## config.mk

```make
export PLATFORM = sky130hd
export DESIGN_NAME = csv_front
export DESIGN_NICKNAME = d
export VERILOG_FILES = /design/src/hdl/csv_pkg.sv /design/src/hdl/csv_front.sv
export SDC_FILE = /design/constraint.sdc
export NUM_CORES = 2
export LEC_CHECK = 0
export BUFFER_PORTS_ARGS = -buffer_cell sky130_fd_sc_hd__clkbuf_2
export CORE_ASPECT_RATIO = 1.1
export CORE_MARGIN = 3
export CORE_UTILIZATION = 40
export DETAILED_ROUTE_END_ITERATION = 10
export GPL_TIMING_DRIVEN = 0
export PLACE_DENSITY = 0.66
export SETUP_SLACK_MARGIN = 0.4
export SLEW_MARGIN = 40
export SYNTH_ARGS = -nofsm -noshare
export SYNTH_HDL_FRONTEND = slang
export SYNTH_SLANG_ARGS = --single-unit
```

## constraint.sdc

```tcl
create_clock -name clk -period 11.72 [get_ports clk]
set_input_delay 0 -clock clk [delete_from_list [all_inputs] [get_ports clk]]
set_output_delay 0 -clock clk [all_outputs]
set_load 0.1 [all_outputs]
```

## src/hdl/csv_pkg.sv

```systemverilog
// Shared types and constants for the cosine similarity core.
package csv_pkg;
  localparam int MaxElementsDefault = 1024;
  localparam int AccW = 48;
  localparam int QueueDepth = 2;

  typedef struct packed {
    logic signed [AccW-1:0] dot;
    logic [AccW-1:0] sx;
    logic [AccW-1:0] sy;
  } sums_t;
endpackage

```

## src/hdl/csv_front.sv

```systemverilog
// Front end: multiply and saturating accumulation of element pairs.
module csv_front #(
  parameter int MAX_ELEMENTS = csv_pkg::MaxElementsDefault
) (
  input  logic clk,
  input  logic rst,
  input  logic signed [15:0] x_value,
  input  logic signed [15:0] y_value,
  input  logic last,
  input  logic take,
  output logic in_ready,
  output logic sums_valid,
  output csv_pkg::sums_t sums,
  input  logic sums_ready
);
  localparam logic signed [csv_pkg::AccW-1:0] Bound =
    csv_pkg::AccW'(64'(MAX_ELEMENTS) << 30);

  logic signed [31:0] pxy, pxx, pyy;
  logic signed [csv_pkg::AccW-1:0] dot, sx, sy;
  logic p_valid, p_last;
  logic signed [csv_pkg::AccW-1:0] dot_next, sx_next, sy_next;
  logic stall, sums_valid_next;

  function automatic logic signed [csv_pkg::AccW-1:0] sat(
    input logic signed [csv_pkg::AccW-1:0] a, input logic signed [31:0] p);
    logic signed [csv_pkg::AccW:0] s;
    begin
      s = {a[csv_pkg::AccW-1], a} + (csv_pkg::AccW+1)'(p);
      if (s > (csv_pkg::AccW+1)'(Bound)) sat = Bound;
      else if (s < -(csv_pkg::AccW+1)'(Bound)) sat = -Bound;
      else sat = s[csv_pkg::AccW-1:0];
    end
  endfunction

  assign dot_next = sat(dot, pxy);
  assign sx_next = sat(sx, pxx);
  assign sy_next = sat(sy, pyy);

  // a last pair waits while the sums register still holds an untaken transfer
  assign stall = p_valid && p_last && sums_valid && !sums_ready;
  assign in_ready = !stall;
  assign sums_valid_next = (p_valid && p_last && !stall) || (sums_valid && !sums_ready);

  always_ff @(posedge clk) begin
    if (take) begin
      pxy <= x_value * y_value;
      pxx <= x_value * x_value;
      pyy <= y_value * y_value;
      p_last <= last;
    end
    if (rst) begin
      p_valid <= 1'b0;
      dot <= '0;
      sx <= '0;
      sy <= '0;
      sums_valid <= 1'b0;
    end else begin
      sums_valid <= sums_valid_next;
      if (!stall) begin
        p_valid <= take;
        if (p_valid) begin
          if (p_last) begin
            sums <= '{dot: dot_next, sx: sx_next, sy: sy_next};
            dot <= '0;
            sx <= '0;
            sy <= '0;
          end else begin
            dot <= dot_next;
            sx <= sx_next;
            sy <= sy_next;
          end
        end
      end
    end
  end
endmodule

```

# --- Word-level counts from Yosys, hierarchy flattened ---
# Index checks and enable logic that the tools add are counted.
totals:
  wordCells: 45
  regBits: 387
  input_bits: 37
  out_inout_bits: 146
classes:
  n_bitwise: 2
  n_reduce_logical: 10
  n_mul: 3
  muxes: 9
  add_sub_neg: 3
  order_cmp: 6
op_table:
  columns: ["operator", "n"]
  rows:
  - ["2-to-1 mux 48 bit", 9]
  - ["adder 48 x 32 -> 49 bit", 3]
  - ["> comparator 49 x 42 -> 1 bit (second input constant)", 3]
  - ["less-than comparator 49 x 41 -> 1 bit (second input constant)", 3]
  - ["multiplier 16 x 16 -> 32 bit", 3]
  - ["logical AND 1 bit", 5]
  - ["AND reduction 4 bit", 1]
  - ["zero test 1 bit", 2]
  - ["NOT 1 bit", 2]
  - ["AND reduction 2 bit", 1]
  - ["logical OR 1 bit", 1]

# --- Depth between registers and ports, before layout ---
logic_depth:
  word_depth: 6
  depth_mapped: 29
  depth_no_buf: 27

# --- Worst setup path after synthesis ---
# OpenSTA, ideal clock, no wires.
synth_timing:
  path_type: "reg-to-reg"
  startpoint: "reg sums_valid"
  endpoint: "reg sums[0] (netlist bit) (enable)"
  t_arrival_ns: 10.644
  setup_ns: 0.824
  synth_period_minus_slack_ns: 11.468
  stages_incl_launch_ff: 3
  path_buffers: 0
  required_time_ns: 10.896
  setup_slack_ns: 0.252
  cell_sequence: "dfxtp_1 nor2b_1 nor3_1"
synth_between:
  elab_chain_len: 4
synth_rtl:
  columns: ["item", "line_no", "source"]
  rows:
  - ["from (decl)", "csv_front.sv:12", "output logic sums_valid,"]
  - ["from (signal assigned)", "csv_front.sv:59", "sums_valid <= sums_valid_next;"]
  - ["logical AND 1 bit (2 in a row)", "csv_front.sv:41", "assign stall = p_valid && p_last && sums_valid && !sums_ready;"]
  - ["NOT 1 bit (no line)", null, null]
  - ["AND reduction 4 bit (no line)", null, null]
  - ["to (signal assigned)", "csv_front.sv:64", "sums <= '{dot: dot_next, sx: sx_next, sy: sy_next};"]
  - ["to (decl)", "csv_front.sv:13", "output csv_pkg::sums_t sums,"]
# No other way between the ends.
# A chain may end at the register's enable or synchronous reset.

# --- Worst setup path after layout ---
layout_timing:
  startpoint: "in x_value[0]"
  endpoint: "reg pxx[31], data pin"
layout_between:
  elab_chain_len: 1
layout_rtl:
  columns: ["item", "line_no", "source"]
  rows:
  - ["from (decl)", "csv_front.sv:7", "input logic signed [15:0] x_value,"]
  - ["multiplier 16 x 16 -> 32 bit", "csv_front.sv:48", "pxx <= x_value * x_value;"]
  - ["to (signal assigned)", "csv_front.sv:48", null]
  - ["to (decl)", "csv_front.sv:19", "logic signed [31:0] pxy, pxx, pyy;"]
# No other way between the ends.

==> metrics.txt <==
CP Class in -> reg; # port buffers 175; Resized Gates After CTS 0; sequential area share after synthesis 20.5%; Syn Area/Cell 9.35 µm²; Cells after Synth 5259; Synth top area share 29.7%; Post-Syn Nets 6438; CP Capture Type register; TritonCTS buffer count 40; Fin. Hold Viols 0; leading area contributor after synthesis fa_1; clk buf depth 3; Vias 37400; htree depth 2; Async SR Flop Fraction 0%; met1 GRT Util 27.4%; area grow syn2layout 9.49%; met2 Resource Use GR 34.7%; GP Congestion 0.915; cell area after synthesis 0.0492 mm²; GRT Max-Usage Layer met2; die area 0.127 mm²; setup violators final 0; #FFs+latches synth 385; M3 GR Usage 3.78%; worst-path fanout max 10; final-report max-slew violation count 0; first-pass GRT wire length 210000 µm; Root Buffer clkbuf_16; Final Cycle Share 69.6%; Routed Wire Length 131000 µm; TritonRoute pass-1 iters 6; most common cell after layout, fill and taps aside inv_1; most frequent cells in the layout inv_1 (967), fa_1 (729), nand2_1 (554); postcts setup bufs 0; DRT iter0 DRCs 2651; Hold Path Class in -> reg; Die H 374 µm; status complete, no violations; library cells used by synthesis 91; RSZ-0062 raised after global routing false; IO Count 183; routed wire length per instance 18.3 µm; Rows 134; total clock sinks 385; initial core utilization 40.4%; final core area utilization 44.2%; Slew HR 38.4%; WP data required 11.98 ns; layout cell share with drive strength beyond 1 6.93%; initial antenna violation count 20; Synth area leaders fa_1 (30%), edfxtp_1 (15%), ha_1 (11%); Worst Path Arrival 8.41 ns; Synth Flop Type edfxtp_1; final worst path period need 8.15 ns; Clk pin slew, worst setup/hold paths 0.06 ns; Final TNS setup 0 ns; dpl hpwl 107000 µm; die width 340 µm; via/cell ratio 5.22; CTS tree done; layout net count 6675; Synth warnings 0; Core ar. 0.122 mm²; startpoint types input pin; clock skew 0.0363 ns; Max Cap Viol 0; Post-synth EDFFs 239; largest net degree at the start of global routing 66; maximum clock rate 123 MHz; Detail Route Antenna Nets 0; DRC viols 0; R2R Setup Slk 6.55 ns; Slew @ Worst Pin 0.925 ns; GRT overflow 0; Clock Latency Late Sink 0.60 ns; vias in the first global route 38900; Tot GR Track Use 20.7%
## critical path, cell delays in order
cell           delay [ns]
dlygate4sd3_1        0.52
clkbuf_2             0.16
clkbuf_1             0.42
clkinv_1             0.47
clkbuf_1             0.48
nor2_1               0.30
ha_1                 0.21
fa_1                 0.43
ha_1                 0.31
fa_1                 0.45
fa_1                 0.50
inv_1                0.05
fa_1                 0.49
inv_1                0.05
ha_1                 0.41
a41oi_1              0.25
a2111oi_0            0.70
o32ai_1              0.32
o21ai_0              0.45
a211oi_1             0.19
o41ai_1              0.44
a21oi_1              0.15
xnor2_1              0.63
## synth_stat cells, drive strengths merged, types with 33 or more instances
cell    instances
nand3          52
dfxtp         146
o21ai         161
nand2b         33
nand2         554
a21o          110
and3           35
clkbuf        183
xor2           66
nor2          349
inv           970
o21bai         35
and2          177
nor3           49
xnor2         177
fa            729
a21oi         251
o31ai          90
edfxtp        239
nand4          47
ha            413
## per-layer routing
metal  up-vias  wire length (µm)
met2      1077             62200
met5         -                61
met1     18600             56000
met4        10              3860
met3       203              9150
li1      17600                 -
## repair_timing
item / CTS / global route
endpoints found under the setup margin: 0 / 0
hold buffers: 7 / 0
endpoints found under the hold margin: 39 / 0
## logic make-up after synthesis
group                      count (synthesis)  share of synthesized area [%]
and+or+nand+nor                         1417                           13.5
buffers and inverters                   1180                           9.09
adders and majority gates               1142                           40.2
AOI/OAI and AO/OA                        885                           12.2
DFF                                      385                           20.5
xor gates and xnor gates                 243                           4.33
muxes                                      7                          0.145
## sequential cells by signal, summed over array words and instances (netlist names)
signal      flops
p_valid         1
sums_valid      1
pxy            32
sx             48
sums          144
pxx            31
pyy            31
dot            48
sy             48
p_last          1
## layout make-up
| type | instances | area (µm²) |
|---|---|---|
| Tap cell | 1632 | 2040 |
| Sequential cell | 385 | 10100 |
| Timing Repair Buffer | 195 | 1120 |
| Clock buffer | 46 | 1050 |
| Antenna cell | 9 | 22.5 |
| Multi-Input combinational cell | 3694 | 34700 |
| Buffer | 204 | 820 |
| Clock inverter | 27 | 339 |
| Fill cell | 11800 | 67900 |
| Inverter | 976 | 3660 |
## per-stage QoR
step                      hold WS [ns]  std cells  cell area [µm²]  setup slack (ns)
after detailed placement         0.183       7079            52300              3.38
final                            0.150       7168            53800              3.57
after global placement           0.180       7066            52100              2.65
after global routing             0.132       7162            53800              3.16
after CTS                       0.0858       7159            53800              3.73
after floorplan                 0.0989       5259            49200              4.69
## final timing paths
kind / endpoint / cells after the start / from
worst max-delay path: pxx[31] / 23 / x_value[0]
worst min-delay path: p_last / 2 / last
worst max register to register: sums[67] / 15 / pxx[0]
worst min register to register: dot[23] / 2 / dot[23]
Power is left out: the tool's default activity adds up to more than one toggle a clock period on the data nets, which glitch-free logic cannot reach.
