`src/hdl/csv_pkg.sv`:
```
// Shared types and constants for the cosine similarity core.
package csv_pkg;
  localparam int MaxElementsDefault = 1024;
  localparam int AccW = 48;
  localparam int QueueDepth = 2;

  typedef struct packed {
    logic signed [AccW-1:0] dot;
    logic [AccW-1:0] sx;
    logic [AccW-1:0] sy;
  } sums_t;
endpackage

```
`src/hdl/csv_queue.sv`:
```
// Short FIFO of finished sums between front and back.
module csv_queue (
  input  logic clk,
  input  logic rst,
  input  logic in_valid,
  input  csv_pkg::sums_t in_data,
  output logic in_ready,
  output logic out_valid,
  output csv_pkg::sums_t out_data,
  input  logic out_ready
);
  // pointers wrap naturally, so the depth is a power of two
  localparam int PtrW = $clog2(csv_pkg::QueueDepth);
  localparam int CntW = $clog2(csv_pkg::QueueDepth + 1);
  localparam logic [CntW-1:0] Full = CntW'(csv_pkg::QueueDepth);

  csv_pkg::sums_t mem [csv_pkg::QueueDepth];
  logic [PtrW-1:0] wp, rp;
  logic [CntW-1:0] cnt;
  logic push, pop;

  assign in_ready = cnt != Full;
  assign out_valid = cnt != '0;
  assign out_data = mem[rp];
  assign push = in_valid && in_ready;
  assign pop = out_valid && out_ready;

  always_ff @(posedge clk) begin
    if (push) mem[wp] <= in_data;
    if (rst) begin
      wp <= '0;
      rp <= '0;
      cnt <= '0;
    end else begin
      if (push) wp <= wp + 1'b1;
      if (pop) rp <= rp + 1'b1;
      cnt <= cnt + CntW'(push) - CntW'(pop);
    end
  end

  a_cnt: assert property (@(posedge clk) disable iff (rst) cnt <= Full)
    else $error("queue count overflow");
  a_push: assert property (@(posedge clk) disable iff (rst)
    push && !pop |=> cnt == $past(cnt) + 1'b1) else $error("push lost");
  a_pop: assert property (@(posedge clk) disable iff (rst)
    pop && !push |=> cnt == $past(cnt) - 1'b1) else $error("pop lost");
endmodule

```
`config.mk`:
```
export PLATFORM = sky130hd
export DESIGN_NAME = csv_queue
export DESIGN_NICKNAME = d
export VERILOG_FILES = /design/src/hdl/csv_pkg.sv /design/src/hdl/csv_queue.sv
export SDC_FILE = /design/constraint.sdc
export NUM_CORES = 1
export LEC_CHECK = 0
export ABC_AREA = 1
export BUFFER_PORTS_ARGS = -buffer_cell sky130_fd_sc_hd__buf_4
export CAP_MARGIN = 25
export CORE_MARGIN = 2
export CORE_UTILIZATION = 50
export DETAILED_ROUTE_END_ITERATION = 12
export PLACE_DENSITY_LB_ADDON = 0.25
export SLEW_MARGIN = 20
export SYNTH_ARGS = -nofsm -noshare
export SYNTH_HDL_FRONTEND = slang
export SYNTH_SLANG_ARGS = --single-unit
```
`constraint.sdc`:
```
create_clock -name clk -period 9.83 [get_ports clk]
set_input_delay 0.4915 -clock clk [delete_from_list [all_inputs] [get_ports clk]]
set_output_delay 0.4915 -clock clk [all_outputs]
set_load 0.1 [all_outputs]
```
# Word-level counts from Yosys, hierarchy flattened
# Memories as Yosys holds them, arrays and structs flattened. A register that Yosys moved wholly into a read port is not among the register bits.
# Index checks and enable logic that the tools add are counted.
# Widths: inputs -> output; s select.
# totals
ff_bits	4
latch_bits	0
mem_bits_rw	288
romBits	0
in_bits	148
word_cells	16
memories	1
# memory_table
name	words	word_bits	rd	rd_ports_with_merged_regs	write_ports	line	source
mem	2	144	1	1	1	csv_queue.sv:17	csv_pkg::sums_t mem [csv_pkg::QueueDepth];
# classes
add_sub_neg	4
multipliers	0
div	0
magnitude_cmp	0
eq_ne	1
n_shift	0
muxes	4
bitwise	0
n_reduce_logical	3
# op_table
op	n
$mux 1	4
$add 1x1->1 const B	2
$add 2x1->2	1
$logic_and 1x1->1	2
$ne 2x2->1 const B	1
$reduce_bool 2->1	1
$sub 2x1->2	1

# Logic depth before layout (Yosys ltp)
# logic_depth
depth_word	4
depth_mapped	11

# Least setup slack after synthesis
# OpenSTA, ideal clock, no wires.
# synth_path
path_kind	reg-to-reg
start	register cnt[0]
end	memory mem[1][0] (netlist name), enable pin
setup_ps	652
arrival_ps	7421
path_slack_ps	1758
stages_incl_launch_ff	5
path_buffers	0
synth_period_minus_slack_ps	8072
path_cell_list	dfxtp_1 > inv_1 > nand2_1 > nand2_1 > nor2_1
# synth_between
elab_chain_len	4
# synth_rtl
element	line	source
start: declaration	csv_queue.sv:19	logic [CntW-1:0] cnt;
start signal: assignment	csv_queue.sv:37	cnt <= cnt + CntW'(push) - CntW'(pop);
$ne 2x2->1	csv_queue.sv:22	assign in_ready = cnt != Full;
net in_ready	csv_queue.sv:7	output logic in_ready,
$logic_and 1x1->1	csv_queue.sv:25	assign push = in_valid && in_ready;
$mux 1	csv_queue.sv:29	if (push) mem[wp] <= in_data;
$mux 1 (implied by the code)	csv_queue.sv:29	
end: declaration	csv_queue.sv:17	
# The timed path passes the listed nets, and every way through them passes these cells.

==> summary.txt <==
Synthesis
  – Area share of the largest cell type after synthesis: 0.7963
  – Cells after Synth: 484
  – Synth Cell Area: 10860 sq um
  – Largest family of logic cells by synthesized area: multiplexers
  – Synth Warn #: 0
  – Synth Area in Adders: 0.001152
  – Simple-Gate Fraction of Synth Area: 0.006797
  – Synth top cells by count: edfxtp_1 (288), mux2_2 (84), mux2_4 (60)
  – Post-synthesis xor/xnor area fraction: 0.0008065
  – Post-Syn Area per Cell: 22.44 sq um
  – Most common cell in the netlist: edfxtp_1
  – Top_reg_cell synth: edfxtp_1
  – Seq cells post-synth: 293
  – Distinct cells, synth: 14
  – Syn Nets: 633
  – Async S/R FF share, synth: 0
  – Cell taking the most area after synthesis: edfxtp_1
  – Mux share of post-synthesis cell area: 0.1700
  – Synth top area cells: edfxtp_1 (80%), mux2_2 (8.7%), mux2_4 (8.3%)
  – Post-synth EDFFs: 288
  – Register area share after synthesis: 0.8055
  – Complex-gate fraction of the synthesized area: 0.0009217

Routing
  – First-pass iteration count of the detailed router: 4
  – Vias: 5454
  – Routed len/inst: 18.73 um
  – DR DRC count: 0
  – 1st-iter DRT viols: 229
  – Total wire length after detailed routing: 20500 um
  – Via/cell ratio: 4.981
  – Routed Antenna Nets: 0

Critical path
  – Slowest CP cell: dfxtp_4
  – Reg-to-reg critical path startpoint: cnt[0]
  – RR Endpoint: mem[0][5]
  – Crit path cell chain: buf_4 > mux2_2 > buf_4
  – Worst-path maximum fanout: 62
  – Critical Path RT: 9.34 ns
  – Reg2Reg Setup Slack: 6.86 ns
  – Worst setup SP type: flip-flop
  – Cell mode on critical path: buf_4
  – Critical path arrival: 2.86 ns
  – Kind of critical path: reg2out
  – Critical Path Max Stage Delay: 0.83 ns
  – Worst R2R Path Depth: 6
  – End of the critical path: out_data[30]
  – Nature of the critical path endpoint: output pin

Floorplan
  – Core Area: 21150 sq um
  – Starting Density: 0.5134
  – Chip width: 151.4 um
  – Rows: 53
  – Die ar.: 22920 sq um
  – Die Ht: 151.4 um
  – I/O Pins: 294

STA
  – Period Utilization, post-route: 0.3405
  – Fin. max-slew vios: 0
  – Setup TNS: 0 ns
  – Worst rel slew slack: 0.3351
  – Clk_skew: 0.008770 ns
  – RSZ-0062 raised after global routing: no
  – Slew @ Worst Pin: 0.9974 ns
  – Fmax: 298.8 MHz
  – Endpoints failing setup: 0
  – Number of hold violations in the final report: 0
  – Min Clock Period, post-route: 3.347 ns

Finish
  – # diodes: 0
  – Area grow syn2layout: 31.51%
  – Final Cell Area: 14280 sq um
  – Proportion of layout cells with a drive suffix above 1: 0.5988
  – Fillers: 1421
  – Final net count: 947
  – Layout Utilization: 0.6752

Clock network
  – CTS resizes: 0
  – CTS H-tree depth: 1
  – CTS Hold Bufs: 0
  – Clock Latency Late Sink: 0.54 ns
  – Total CTS buffers: 28
  – TritonCTS clock tree: built
  – Clk buf depth: 3
  – Root Buffer: clkbuf_16
  – Post-CTS Setup Repair Bufs: 0
  – Worst-path clk slew: 0.06 ns
  – Clk sinks: 293

Place
  – Post-place instance area: 13340 sq um
  – IO Port Bufs: 293
  – Routability cong.: 0.7498
  – DP HPWL: 13550 um

Global route
  – GRT Total Usage: 0.1686
  – Initial antenna violation count: 0
  – Vias in the first global route: 5781
  – Grt ovf: 0
  – First-pass GRT wire length: 29530 um
  – Pin count of the biggest net entering global routing: 77

Pwr
  – Worst vdd ir: 0.3296 mV
  – Power Density: 343.6 nW/um^2
  – Lkg Pwr: 5.451 nW

Outcome
  – Outcome: complete, no violations

Min path
  – Worst hold path class: in2reg

Job
  – Max-Cap Viols: 0
[routing by layer]
layer / part of all wire / wire length, um / vias to the layer above / GRT usage
met3: 0.12 / 2437 / 46 / 0.06536
met5: 0 / 0 / - / 0
met1: 0.37 / 7501 / 2632 / 0.2000
li1: - / - / 2524 / -
met4: 0.026 / 529 / 0 / 0.05234
met2: 0.49 / 10030 / 252 / 0.2848
[cell type report]
cell class / count / area (sq um) / share of cell area
clock inverter: 19 / 176.4 / 0.01235
tap: 275 / 344.1 / 0.02409
timing repair buffer: 300 / 2272 / 0.1591
inverter: 8 / 30.03 / 0.002103
clock buffer: 33 / 740.7 / 0.05186
sequential: 293 / 8752 / 0.6128
multi-input combinational: 167 / 1967 / 0.1377
[where the power goes]
group | leakage [nW] | internal, mW | switching [mW] | total, mW
Clock | 0.447 | 0.617 | 0.436 | 1.05
Combinational | 2.27 | 0.514 | 1.69 | 2.20
Sequential | 2.73 | 1.59 | 0.0683 | 1.66
[cell families (layout without fill, tap and decap cells)]
| group | after synthesis | count (layout) |
|---|---|---|
| AO/OA/AOI/OAI | 2 | 2 |
| XOR/XNOR | 1 | 1 |
| adder cells (fa/ha/maj) | 1 | 1 |
| buffers and inverters | 24 | 360 |
| flip-flops | 293 | 293 |
| multiplexers | 144 | 144 |
| AND/OR/NAND/NOR | 19 | 19 |
[stage by stage]
| step | setup WS (ns) | std cells | total power, mW | hold WS (ns) |
|---|---|---|---|---|
| after floorplan | 1.758 | 484 | 3.510 | 0.4669 |
| after global placement | 6.858 | 1042 | 3.864 | 0.4821 |
| after detailed placement | 6.761 | 1042 | 3.892 | 0.5075 |
| after CTS | 6.384 | 1094 | 4.949 | 0.1172 |
| after global routing | 6.301 | 1095 | 5.067 | 0.1146 |
| final | 6.483 | 1095 | 4.908 | 0.1366 |
[flip-flops by register name, indices dropped and copies added (netlist names), named ones only]
signal	cells
cnt	2
rp	1
mem	288
wp	1
[cell usage in the layout, fill, tap and decap left out, drive strengths merged]
cell type | netlist | routed
nand3 | 1 | 1
bufinv | 0 | 3
dfxtp | 5 | 5
mux2 | 144 | 144
ha | 1 | 1
clkinv | 0 | 12
a21oi | 2 | 2
edfxtp | 288 | 288
nor3 | 1 | 1
buf | 16 | 300
xnor2 | 1 | 1
clkbuf | 0 | 33
nand2 | 8 | 8
inv | 8 | 9
clkinvlp | 0 | 3
nor2 | 9 | 9
[critical path, delay by kind of cell, from the launching register on]
family | cells | cell delay [ns]
flops | 1 | 0.83
buf+inv | 2 | 1.02
mux | 1 | 0.44
[worst min-delay path by stage]
stage            startpoint          end  cells after the start
3_5_place_dp             rp    flip-flop                      2
5_1_grt         in_data[22]   mem[0][22]                      1
6_report        in_data[29]   mem[1][29]                      1
2_1_floorplan            rp    flip-flop                      2
4_1_cts        in_data[127]  mem[1][127]                      1
3_3_place_gp             rp           rp                      2
(Power assumes the default switching activity.)
